[src/rtl/prsf_pkg.sv]
package prsf_pkg;

    localparam int REC_SAMPLES = 2048;
    localparam int SEG1_END    = 1005;
    localparam int SEG2_END    = 2026;
    localparam int SEG2_LEN    = SEG2_END - SEG1_END;
    localparam int SEG3_LEN    = REC_SAMPLES - SEG2_END;

    localparam int POS_W   = 12;
    localparam int CNT_W   = 32;
    localparam int WORD_W  = 16;
    localparam int REP_W   = 12;
    localparam int RUN_W   = 11;
    localparam int STEP_W  = 5;
    localparam int KEY_WORDS = 14;
    localparam int KEY_W   = KEY_WORDS * WORD_W;
    localparam int HDR_LEN = KEY_WORDS + 3;

    typedef logic [1:0] op_t;
    localparam op_t OP_SAMPLE = 2'd0;
    localparam op_t OP_CLOSE  = 2'd1;
    localparam op_t OP_START  = 2'd2;

    typedef logic [1:0] cfg_idx_t;
    localparam cfg_idx_t CFG_KEY_LO   = 2'd0;
    localparam cfg_idx_t CFG_KEY_MID  = 2'd1;
    localparam cfg_idx_t CFG_KEY_HIGH = 2'd2;
    localparam cfg_idx_t CFG_KEY_TAIL = 2'd3;

    localparam logic [WORD_W-1:0] CTRL_FIRST  = 16'h0001;
    localparam logic [WORD_W-1:0] CTRL_MIDDLE = 16'h0000;
    localparam logic [WORD_W-1:0] CTRL_LAST   = 16'h0002;

    // close sequence steps
    localparam logic [2:0] CL_RUN_A  = 3'd0;
    localparam logic [2:0] CL_MID    = 3'd1;
    localparam logic [2:0] CL_RUN_B  = 3'd2;
    localparam logic [2:0] CL_LAST   = 3'd3;
    localparam logic [2:0] CL_RUN_C  = 3'd4;
    localparam logic [2:0] CL_CNT_LO = 3'd5;
    localparam logic [2:0] CL_CNT_HI = 3'd6;

    typedef struct packed {
        logic               close;
        logic               hdr;
        logic               hdr_before;
        logic               ctrl_last;
        logic [STEP_W-1:0]  step;
        logic [STEP_W-1:0]  final_step;
        logic [WORD_W-1:0]  sample;
        logic [RUN_W-1:0]   run;
        logic [2:0]         start;
        logic [CNT_W-1:0]   cnt;
    } job_t;

endpackage

[src/rtl/pcm_record_segment_framer_unit.sv]
// Record framer for a 16-bit PCM sample stream.
// Input channel s_*: tuser carries the operation (sample, close, start),
// tdata the signed sample. Output channel m_*: tdata carries the word and
// its repeat count, tuser the kind (append or count patch), tlast marks the
// final result of an input item. Key registers are written on cfg_*.
// Each accepted item is held in a job register that emits one result per
// cycle into the output register while the output is not stalled; each
// result is registered from the job register into the output register.
// A plain sample gives one result, so the block takes one sample per cycle
// while the output is not stalled. At segment and record boundaries the
// header words are walked by the step counter of the job register, as are the close steps.
// A start or an unused code is taken without a job and gives no result.
// When m_tready is low with the output register full, the output register holds,
// the job register holds, and s_tready drops once the job register is occupied.
// Reset clears the key registers, the entry count and the valid flags, and
// sets the record position to await the first header.
module pcm_record_segment_framer_unit
(
    input  logic                         clk,
    input  logic                         rst_n,
    input  logic                         s_tvalid,
    output logic                         s_tready,
    input  logic [15:0]                  s_tdata,   // [15:0] sample
    input  logic [1:0]                   s_tuser,   // [1:0] operation
    output logic                         m_tvalid,
    input  logic                         m_tready,
    output logic [31:0]                  m_tdata,   // [15:0] word, [27:16] repeat_res, zero pad
    output logic                         m_tuser,   // [0] kind
    output logic                         m_tlast,
    input  logic                         cfg_valid,
    output logic                         cfg_ready,
    input  logic [1:0]                   cfg_index,
    input  logic [63:0]                  cfg_data
);
    import prsf_pkg::*;

    logic [63:0]        key_lo_reg, key_mid_reg, key_high_reg;
    logic [31:0]        key_tail_reg;
    logic [KEY_W-1:0]   key_all;
    logic [POS_W-1:0]   pos_reg, pos_next;
    logic [CNT_W-1:0]   cnt_reg, cnt_next;
    job_t               job_reg, job_new;
    logic               job_valid_reg;
    logic               new_job;
    logic               adv, job_last, s_acc;
    logic               m_tvalid_reg;
    logic [WORD_W-1:0]  word_reg, res_word;
    logic [REP_W-1:0]   rep_reg, res_rep;
    logic               kind_reg, res_kind;
    logic               last_reg;
    logic               is_sample;
    logic [STEP_W-1:0]  hdr_idx;

    function automatic logic [WORD_W-1:0] hdr_word(input logic [STEP_W-1:0] idx,
                                                   input logic [KEY_W-1:0] key);
        logic [STEP_W-1:0] kidx;
        kidx = idx - STEP_W'(1);
        if (idx == '0)
            return CTRL_FIRST;
        else if (idx <= STEP_W'(KEY_WORDS))
            return key[kidx[3:0]*WORD_W +: WORD_W];
        else
            return '0;
    endfunction

    assign key_all   = {key_tail_reg, key_high_reg, key_mid_reg, key_lo_reg};
    assign cfg_ready = 1'b1;

    assign job_last = job_reg.step == job_reg.final_step;
    assign adv      = job_valid_reg && (!m_tvalid_reg || m_tready);
    assign s_tready = !job_valid_reg || (adv && job_last);
    assign s_acc    = s_tvalid && s_tready;

    always_comb
    begin
        pos_next = pos_reg;
        cnt_next = cnt_reg;
        new_job  = 1'b0;
        job_new  = '0;
        job_new.sample = s_tdata;
        job_new.cnt    = cnt_reg;
        unique case (s_tuser)
            OP_SAMPLE:
            begin
                new_job  = 1'b1;
                cnt_next = cnt_reg + CNT_W'(1);
                job_new.cnt = cnt_next;
                priority if (pos_reg == POS_W'(REC_SAMPLES))
                begin
                    job_new.hdr        = 1'b1;
                    job_new.hdr_before = 1'b1;
                    job_new.final_step = STEP_W'(HDR_LEN);
                    pos_next = POS_W'(1);
                end
                else if (pos_reg == POS_W'(REC_SAMPLES - 1))
                begin
                    job_new.hdr        = 1'b1;
                    job_new.final_step = STEP_W'(HDR_LEN);
                    pos_next = '0;
                end
                else if (pos_reg == POS_W'(SEG1_END - 1))
                begin
                    job_new.final_step = STEP_W'(1);
                    pos_next = pos_reg + POS_W'(1);
                end
                else if (pos_reg == POS_W'(SEG2_END - 1))
                begin
                    job_new.ctrl_last  = 1'b1;
                    job_new.final_step = STEP_W'(1);
                    pos_next = pos_reg + POS_W'(1);
                end
                else
                begin
                    pos_next = pos_reg + POS_W'(1);
                end
            end
            OP_CLOSE:
            begin
                new_job = 1'b1;
                job_new.close      = 1'b1;
                job_new.final_step = STEP_W'(CL_CNT_HI);
                pos_next = '0;
                priority if (pos_reg < POS_W'(SEG1_END))
                begin
                    job_new.start = CL_RUN_A;
                    job_new.run   = RUN_W'(POS_W'(SEG1_END) - pos_reg);
                end
                else if (pos_reg < POS_W'(SEG2_END))
                begin
                    job_new.start = CL_RUN_B;
                    job_new.run   = RUN_W'(POS_W'(SEG2_END) - pos_reg);
                end
                else if (pos_reg < POS_W'(REC_SAMPLES))
                begin
                    job_new.start = CL_RUN_C;
                    job_new.run   = RUN_W'(POS_W'(REC_SAMPLES) - pos_reg);
                end
                else
                begin
                    job_new.start = CL_CNT_LO;
                    pos_next = pos_reg;
                end
                job_new.step = STEP_W'(job_new.start);
            end
            OP_START:
            begin
                pos_next = POS_W'(REC_SAMPLES);
                cnt_next = '0;
            end
            default:
            begin
            end
        endcase
    end

    assign is_sample = job_reg.hdr_before ? job_last : (job_reg.step == '0);
    assign hdr_idx   = job_reg.hdr_before ? job_reg.step : job_reg.step - STEP_W'(1);

    always_comb
    begin
        res_word = '0;
        res_rep  = REP_W'(1);
        res_kind = 1'b0;
        if (job_reg.close)
        begin
            unique case (job_reg.step[2:0])
                CL_RUN_A: res_rep = REP_W'(job_reg.run);
                CL_MID:   res_word = CTRL_MIDDLE;
                CL_RUN_B: res_rep = (job_reg.start == CL_RUN_B) ? REP_W'(job_reg.run)
                                                                : REP_W'(SEG2_LEN);
                CL_LAST:  res_word = CTRL_LAST;
                CL_RUN_C: res_rep = (job_reg.start == CL_RUN_C) ? REP_W'(job_reg.run)
                                                                : REP_W'(SEG3_LEN);
                CL_CNT_LO:
                begin
                    res_word = job_reg.cnt[WORD_W-1:0];
                    res_kind = 1'b1;
                end
                CL_CNT_HI:
                begin
                    res_word = job_reg.cnt[CNT_W-1:WORD_W];
                    res_kind = 1'b1;
                end
                default:
                begin
                end
            endcase
        end
        else if (is_sample)
            res_word = job_reg.sample;
        else if (job_reg.hdr)
            res_word = hdr_word(hdr_idx, key_all);
        else
            res_word = job_reg.ctrl_last ? CTRL_LAST : CTRL_MIDDLE;
    end

    always_ff @(posedge clk or negedge rst_n)
    begin
        if (!rst_n)
        begin
            key_lo_reg    <= '0;
            key_mid_reg   <= '0;
            key_high_reg  <= '0;
            key_tail_reg  <= '0;
            pos_reg       <= POS_W'(REC_SAMPLES);
            cnt_reg       <= '0;
            job_valid_reg <= 1'b0;
            m_tvalid_reg  <= 1'b0;
        end
        else
        begin
            if (cfg_valid)
            begin
                unique case (cfg_index)
                    CFG_KEY_LO:   key_lo_reg   <= cfg_data;
                    CFG_KEY_MID:  key_mid_reg  <= cfg_data;
                    CFG_KEY_HIGH: key_high_reg <= cfg_data;
                    CFG_KEY_TAIL: key_tail_reg <= cfg_data[31:0];
                endcase
            end
            if (s_acc)
            begin
                pos_reg <= pos_next;
                cnt_reg <= cnt_next;
            end
            if (s_acc && new_job)
                job_valid_reg <= 1'b1;
            else if (adv && job_last)
                job_valid_reg <= 1'b0;
            if (adv)
                m_tvalid_reg <= 1'b1;
            else if (m_tready)
                m_tvalid_reg <= 1'b0;
        end
    end

    always_ff @(posedge clk)
    begin
        if (s_acc && new_job)
            job_reg <= job_new;
        else if (adv && !job_last)
            job_reg.step <= job_reg.step + STEP_W'(1);
        if (adv)
        begin
            word_reg <= res_word;
            rep_reg  <= res_rep;
            kind_reg <= res_kind;
            last_reg <= job_last;
        end
    end

    assign m_tvalid = m_tvalid_reg;
    assign m_tdata  = {4'b0, rep_reg, word_reg};
    assign m_tuser  = kind_reg;
    assign m_tlast  = last_reg;

endmodule
[config.mk]
export PLATFORM = sky130hd
export DESIGN_NAME = pcm_record_segment_framer_unit
export DESIGN_NICKNAME = d
export VERILOG_FILES = /design/src/rtl/prsf_pkg.sv /design/src/rtl/pcm_record_segment_framer_unit.sv
export SDC_FILE = /design/constraint.sdc
export NUM_CORES = 1
export LEC_CHECK = 0
export ABC_AREA = 1
export BUFFER_PORTS_ARGS = -buffer_cell sky130_fd_sc_hd__buf_2
export CAP_MARGIN = 10
export CORE_MARGIN = 3
export CORE_UTILIZATION = 46
export CTS_BUF_LIST = sky130_fd_sc_hd__clkbuf_8
export DETAILED_ROUTE_END_ITERATION = 10
export PLACE_DENSITY = 0.67
export SLEW_MARGIN = 20
export SYNTH_ARGS = -nofsm -noshare
export SYNTH_HDL_FRONTEND = slang
export SYNTH_SLANG_ARGS = --single-unit
[constraint.sdc]
create_clock -name clk -period 16.6 [get_ports clk]
set_input_delay 1.66 -clock clk [delete_from_list [all_inputs] [get_ports clk]]
set_output_delay 1.66 -clock clk [all_outputs]
set_load 0.02 [all_outputs]
==> results of run 1 <==
-- worst max-delay path, stage by stage --
cell,delay [ns]
buf_2,0.08
inv_1,0.03
nand2_1,0.07
inv_1,0.09
o21ai_2,0.28
buf_2,0.23
-- area by class of cell --
cell class | count | area share, %
flip-flops and latches | 372 | 47.1
multi-input cells | 1649 | 36.9
clock buffers | 76 | 5.02
repair buffers | 137 | 3.71
well taps | 525 | 3.15
inverters | 164 | 2.99
clock inverters | 36 | 1.12
-- layer usage --
metal  vias up  share of wire (%)  global-route usage (%)
met5         -                  0                       0
met4         0                5.5                    13.1
met3       144                5.0                    4.61
met2       448                 48                    39.3
met1      7381                 42                    30.5
li1       7696                  -                       -
-- stage by stage --
stage               instances  cell area, µm²  power [mW]  utilization [%]
floorplan                2316           18700        2.15                -
global placement         2846           19500        2.57             49.0
detailed placement       2847           19600        2.60             49.0
CTS                      2959           20900        3.45             52.2
global route             2959           20900        3.66             52.2
finish                   2959           20900        3.43             52.2
-- power groups by stage --
stage / logic, mW / registers [mW] / clock network (mW)
6_report: 1.34 / 1.26 / 0.839
5_1_grt: 1.48 / 1.27 / 0.906
4_1_cts: 1.34 / 1.25 / 0.864
3_5_place_dp: 1.33 / 1.27 / 0
3_3_place_gp: 1.31 / 1.27 / 0
2_1_floorplan: 0.898 / 1.26 / 0
-- path summary, 6_finish.rpt --
| check | slack, ns | from | end | cells past startpoint |
|---|---|---|---|---|
| min reg2reg | 0.48 | key_mid_reg[30] | key_mid_reg[30] | 2 |
| max in group asynchronous | 14.15 | rst_n | cnt_reg[7] | 2 |
| max reg2reg | 12.93 | job_reg[67] | word_reg[12] | 15 |
| min in group asynchronous | 1.06 | rst_n | key_high_reg[13] | 1 |
| min | 0.48 | key_mid_reg[30] | key_mid_reg[30] | 2 |
| max | 12.50 | m_tready | s_tready | 6 |
-- placed cells by master (no fill, tap or decap), types with 33 or more instances in the layout --
master,netlist,layout
inv_1,151,167
nand3_1,285,281
nor2_1,70,69
o21ai_1,36,36
edfxtp_1,102,102
clkbuf_8,0,76
dfrtp_1,269,269
buf_2,33,118
o21ai_0,285,285
xor2_1,33,33
nand2_1,810,808
-- kinds of logic (layout without fill, tap and decap cells) --
family | Yosys count | count (layout) | share of synthesized area (%)
fa+ha+maj | 22 | 22 | 1.47
xor+xnor | 38 | 38 | 1.78
simple gates | 1230 | 1230 | 27.8
flops | 372 | 372 | 52.6
other cells | 2 | 6 | 0.0402
buf+inv | 295 | 413 | 6.74
compound gates | 353 | 353 | 9.62
==> out/results.txt, run 1 <==
outcome = complete, no violations
Post-Syn Area = 18700 µm²
Final Hold Vio Count = 0
CTS tree = yes
Area Growth Syn to Fin = 11.6%
min Tclk post-route = 4.10 ns
Max clock buf depth = 3
DR pass1 iterations = 5
fraction of registers with async set/reset = 72.6%
pwr/cell area = 165 nW/µm²
slew margin rel. = 30.6%
Lkg Pwr = 9.71 nW
GRT Overall Usage = 24.1%
Worst setup EP type = output pin
Worst Skew = 0.0232 ns
Setup CP Type = in -> out
gr ovfl total = 0
Final #Nets = 2501
DR vias = 15700
Synth area leaders = dfrtp_1 36%, edfxtp_1 16%, nand2_1 16%
library cells used by synthesis = 43
prevailing post-synth register cell = dfrtp_1
post-cts gate resize count = 0
routability congestion estimate from global placement = 0.923
clock latency at the later pin of the worst-skew pair = 0.62 ns
chip width = 208 µm
core area = 39900 µm²
area leader, netlist = dfrtp_1
Worst Hold Class = reg -> reg
average cell area after synthesis = 8.08 µm²
Remaining DRCs = 0
register area = 9820 µm²
wire length per cell = 17.6 µm
Commonest cells post-synth = 810 x nand2_1, 285 x nand3_1, 285 x o21ai_0, 269 x dfrtp_1, 151 x inv_1
FF+latch count, synth = 372
total negative slack = 0 ns
Seq pwr share = 36.6%
Finish-stage setup viols = 0
number of diodes = 0
largest net degree at the start of global routing = 167
Syn Inst Count = 2312
layout cell share with drive strength beyond 1 = 11.3%
die area = 43100 µm²
Seq/Total Area, Yosys = 52.6%
Starting DRT DRC Count = 1333
root buffer cell = clkbuf_8
Sw Pwr = 1.45 mW
VDD IR max = 0.120 mV
Sink Count = 372
postcts setup bufs = 0
antenna violations before repair = 0
Comb power frac = 38.9%
pre-CTS setup slack = 12.06 ns
CP required = 14.94 ns
Clock transition at path regs = 0.05 ns
Port Buf Inserts = 119
EDFF count, synth = 102
clock group share of total power = 24.5%
vias in the first global route = 15100
# IOs = 126
fin crit share = 24.7%
number of buffers created by CTS = 66
crit path max fanout = 3
H-tree depth = 3
max-slew violation count = 0
num rows = 73
Final ANT Viol Nets = 0
chip height = 208 µm
max_cap viols = 0
Synth top area share = 36.0%
Post-DP HPWL = 35800 µm
multi-input gate area in the final layout = 7690 µm²
Slew @ Worst Pin = 1.04 ns
first-pass GRT wire length = 83200 µm
initial core utilization = 46.8%
vias per cell = 5.30
Routed WL = 52200 µm
CP Launch Type = input port
Final WS setup = 12.50 ns
Worst EP arrival = 2.44 ns
flip-flop count of the largest register after layout = 73
Int Pwr = 1.98 mW
hold slack final = 0.484 ns
RSZ-0062 raised after global routing = false
most common cell in the netlist = nand2_1
yosys warns = 0
switching share of power = 42.3%
fmax = 0.244 GHz
CTS Hold Bufs = 0
Fillers = 3811
No activity file was read; power rests on OpenSTA's default activity.
==> run 2, diff against run 1 <==
--- a/config.mk
+++ b/config.mk
@@ -12,7 +12,7 @@
 export CORE_UTILIZATION = 46
 export CTS_BUF_LIST = sky130_fd_sc_hd__clkbuf_8
 export DETAILED_ROUTE_END_ITERATION = 10
-export PLACE_DENSITY = 0.67
+export PLACE_DENSITY = 0.7
 export SLEW_MARGIN = 20
 export SYNTH_ARGS = -nofsm -noshare
 export SYNTH_HDL_FRONTEND = slang
==> constraint.sdc (replaced) <==
create_clock -name clk -period 3.6 [get_ports clk]
set_input_delay 0.36 -clock clk [delete_from_list [all_inputs] [get_ports clk]]
set_output_delay 0.36 -clock clk [all_outputs]
set_load 0.02 [all_outputs]
==> run 2 against run 1 <==
Register-to-register slack worse by 13 ns. Worst hold slack worse by 0.44 ns. Global-route usage up 0.47 points. Die area unchanged. Sequential share of layout area down 0.99 points. Via count up 2.8%. Final area up 2.1%. Clock skew down 0.0013 ns. Clock power rose to 4.7 times the previous value. Critical path depth up 7. Critical path type is now reg -> reg. Largest cell class unchanged. Highest routed layer unchanged.
==> out/results.txt, run 2 (synthesis gave the netlist of run 1 again) <==
outcome = complete, no violations
wire length per cell = 17.8 µm
vias in the first global route = 15700
placed cells = 2854
CTS tree = yes
Final Power = 15.8 mW
Setup CP Type = reg -> reg
max-slew violation count = 0
Starting DRT DRC Count = 1675
most common cell after layout, fill and taps aside = nand2_1
Area Growth Syn to Fin = 14.0%
Lkg Pwr = 9.91 nW
max_cap viols = 0
Finish-stage setup viols = 0
Slew @ Worst Pin = 1.01 ns
first-pass GRT wire length = 85900 µm
Sink Count = 372
Final #Nets = 2541
chip width = 208 µm
fmax = 0.310 GHz
Final WS setup = 0.369 ns
antenna violations before repair = 0
CP Launch Type = flip-flop
Routed WL = 53400 µm
number of buffers created by CTS = 61
Final ANT Viol Nets = 0
core area = 39900 µm²
Remaining DRCs = 0
Max clock buf depth = 3
largest net degree at the start of global routing = 111
flip-flop count of the largest register after layout = 73
Setup crit end = word_reg[5]
root buffer cell = clkbuf_8
launching point of the worst reg2reg path = job_reg[67]
pwr/cell area = 744 nW/µm²
pre-CTS setup slack = 0.459 ns
RSZ-0062 raised after global routing = false
Worst EP arrival = 3.64 ns
routability congestion estimate from global placement = 0.938
Worst Skew = 0.0220 ns
Final Hold Vio Count = 0
hold path startpoint = cfg_data[52]
Worst Hold Class = in -> reg
total negative slack = 0 ns
Fillers = 3728
CP startpoint = job_reg[67]
reg-to-reg slack, setup = 0.37 ns
Clock transition at path regs = 0.06 ns
fin crit share = 89.7%
H-tree depth = 2
vias per cell = 5.36
# IOs = 126
worst r2r dst = word_reg[5]
Port Buf Inserts = 119
number of diodes = 0
Worst setup EP type = flip-flop
GRT Overall Usage = 24.6%
DR pass1 iterations = 5
slew margin rel. = 32.6%
DR vias = 16100
worst-case reg-to-reg path depth = 13
chip height = 208 µm
num rows = 73
layout cell share with drive strength beyond 1 = 11.4%
initial core utilization = 46.8%
crit path max fanout = 64
most frequent cells in the layout = 808 x nand2_1, 285 x o21ai_0, 281 x nand3_1
die area = 43100 µm²
gr ovfl total = 0
Post-DP HPWL = 36900 µm
post-cts gate resize count = 0
CP required = 4.01 ns
VDD IR max = 0.668 mV
clock latency at the later pin of the worst-skew pair = 0.66 ns
Final Non-Filler Cells = 3004
min Tclk post-route = 3.23 ns
==> run 2: cell count changes in the layout (fill, tap and decap cells not counted), moves of 2 or more <==
cell and change:
dlygate4sd3_1 +38, buf_4 +5, clkbuf_8 -3, buf_12 +2, clkinv_1 +2, inv_1 -2
==> run 2: power breakdown <==
part | internal, mW | switching, mW
logic | 1.84 | 4.31
clock network | 2.13 | 1.78
registers | 5.20 | 0.570
==> run 2: repair_timing <==
action,CTS,global route
hold buffers,38,0
setup buffers,0,0
hold endpoints to repair,158,0
==> run 2: cell type report <==
type	count	area (µm²)	share of cell area [%]
Clock buffer	73	1000	4.72
Tap cell	525	657	3.08
Clock inverter	39	282	1.32
Sequential cell	372	9820	46.1
Inverter	164	624	2.93
Timing Repair Buffer	182	1210	5.70
Multi-Input combinational cell	1649	7690	36.1
==> run 2: stage by stage <==
stage          area, µm²  utilization, %  hold WS [ns]
3_5_place_dp       19600            49.2         0.438
5_1_grt            21300            53.4        0.0233
3_3_place_gp       19600            49.2         0.435
6_report           21300            53.4        0.0389
2_1_floorplan      18700               -        0.0644
4_1_cts            21300            53.3      0.000969
==> run 2: layer usage <==
layer,GRT usage [%],up-vias,routed length (µm)
li1,-,7783,-
met4,10.2,0,2130
met2,41.2,520,25700
met3,3.28,126,2730
met1,32.4,7680,22800
met5,0,-,0
==> run 2: worst min path at each step <==
| stage | end | cells past startpoint |
|---|---|---|
| global route | key_high_reg[52] | 3 |
| detailed placement | key_tail_reg[22] | 1 |
| finish | key_high_reg[52] | 3 |
| CTS | key_mid_reg[58] | 3 |
| global placement | key_tail_reg[6] | 1 |
| floorplan | cnt_reg[0] | 0 |
==> run 2: critical path, cell delays in order (launching register included) <==
cell	delay, ns
edfxtp_1	0.54
inv_2	0.11
ha_1	0.35
nand2_1	0.08
nand2_1	0.10
ha_2	0.36
buf_4	0.56
nand3_1	0.22
nand3_1	0.12
nand3_1	0.07
nand2_1	0.20
o21ai_1	0.09
nand2_1	0.10
nand2_1	0.05
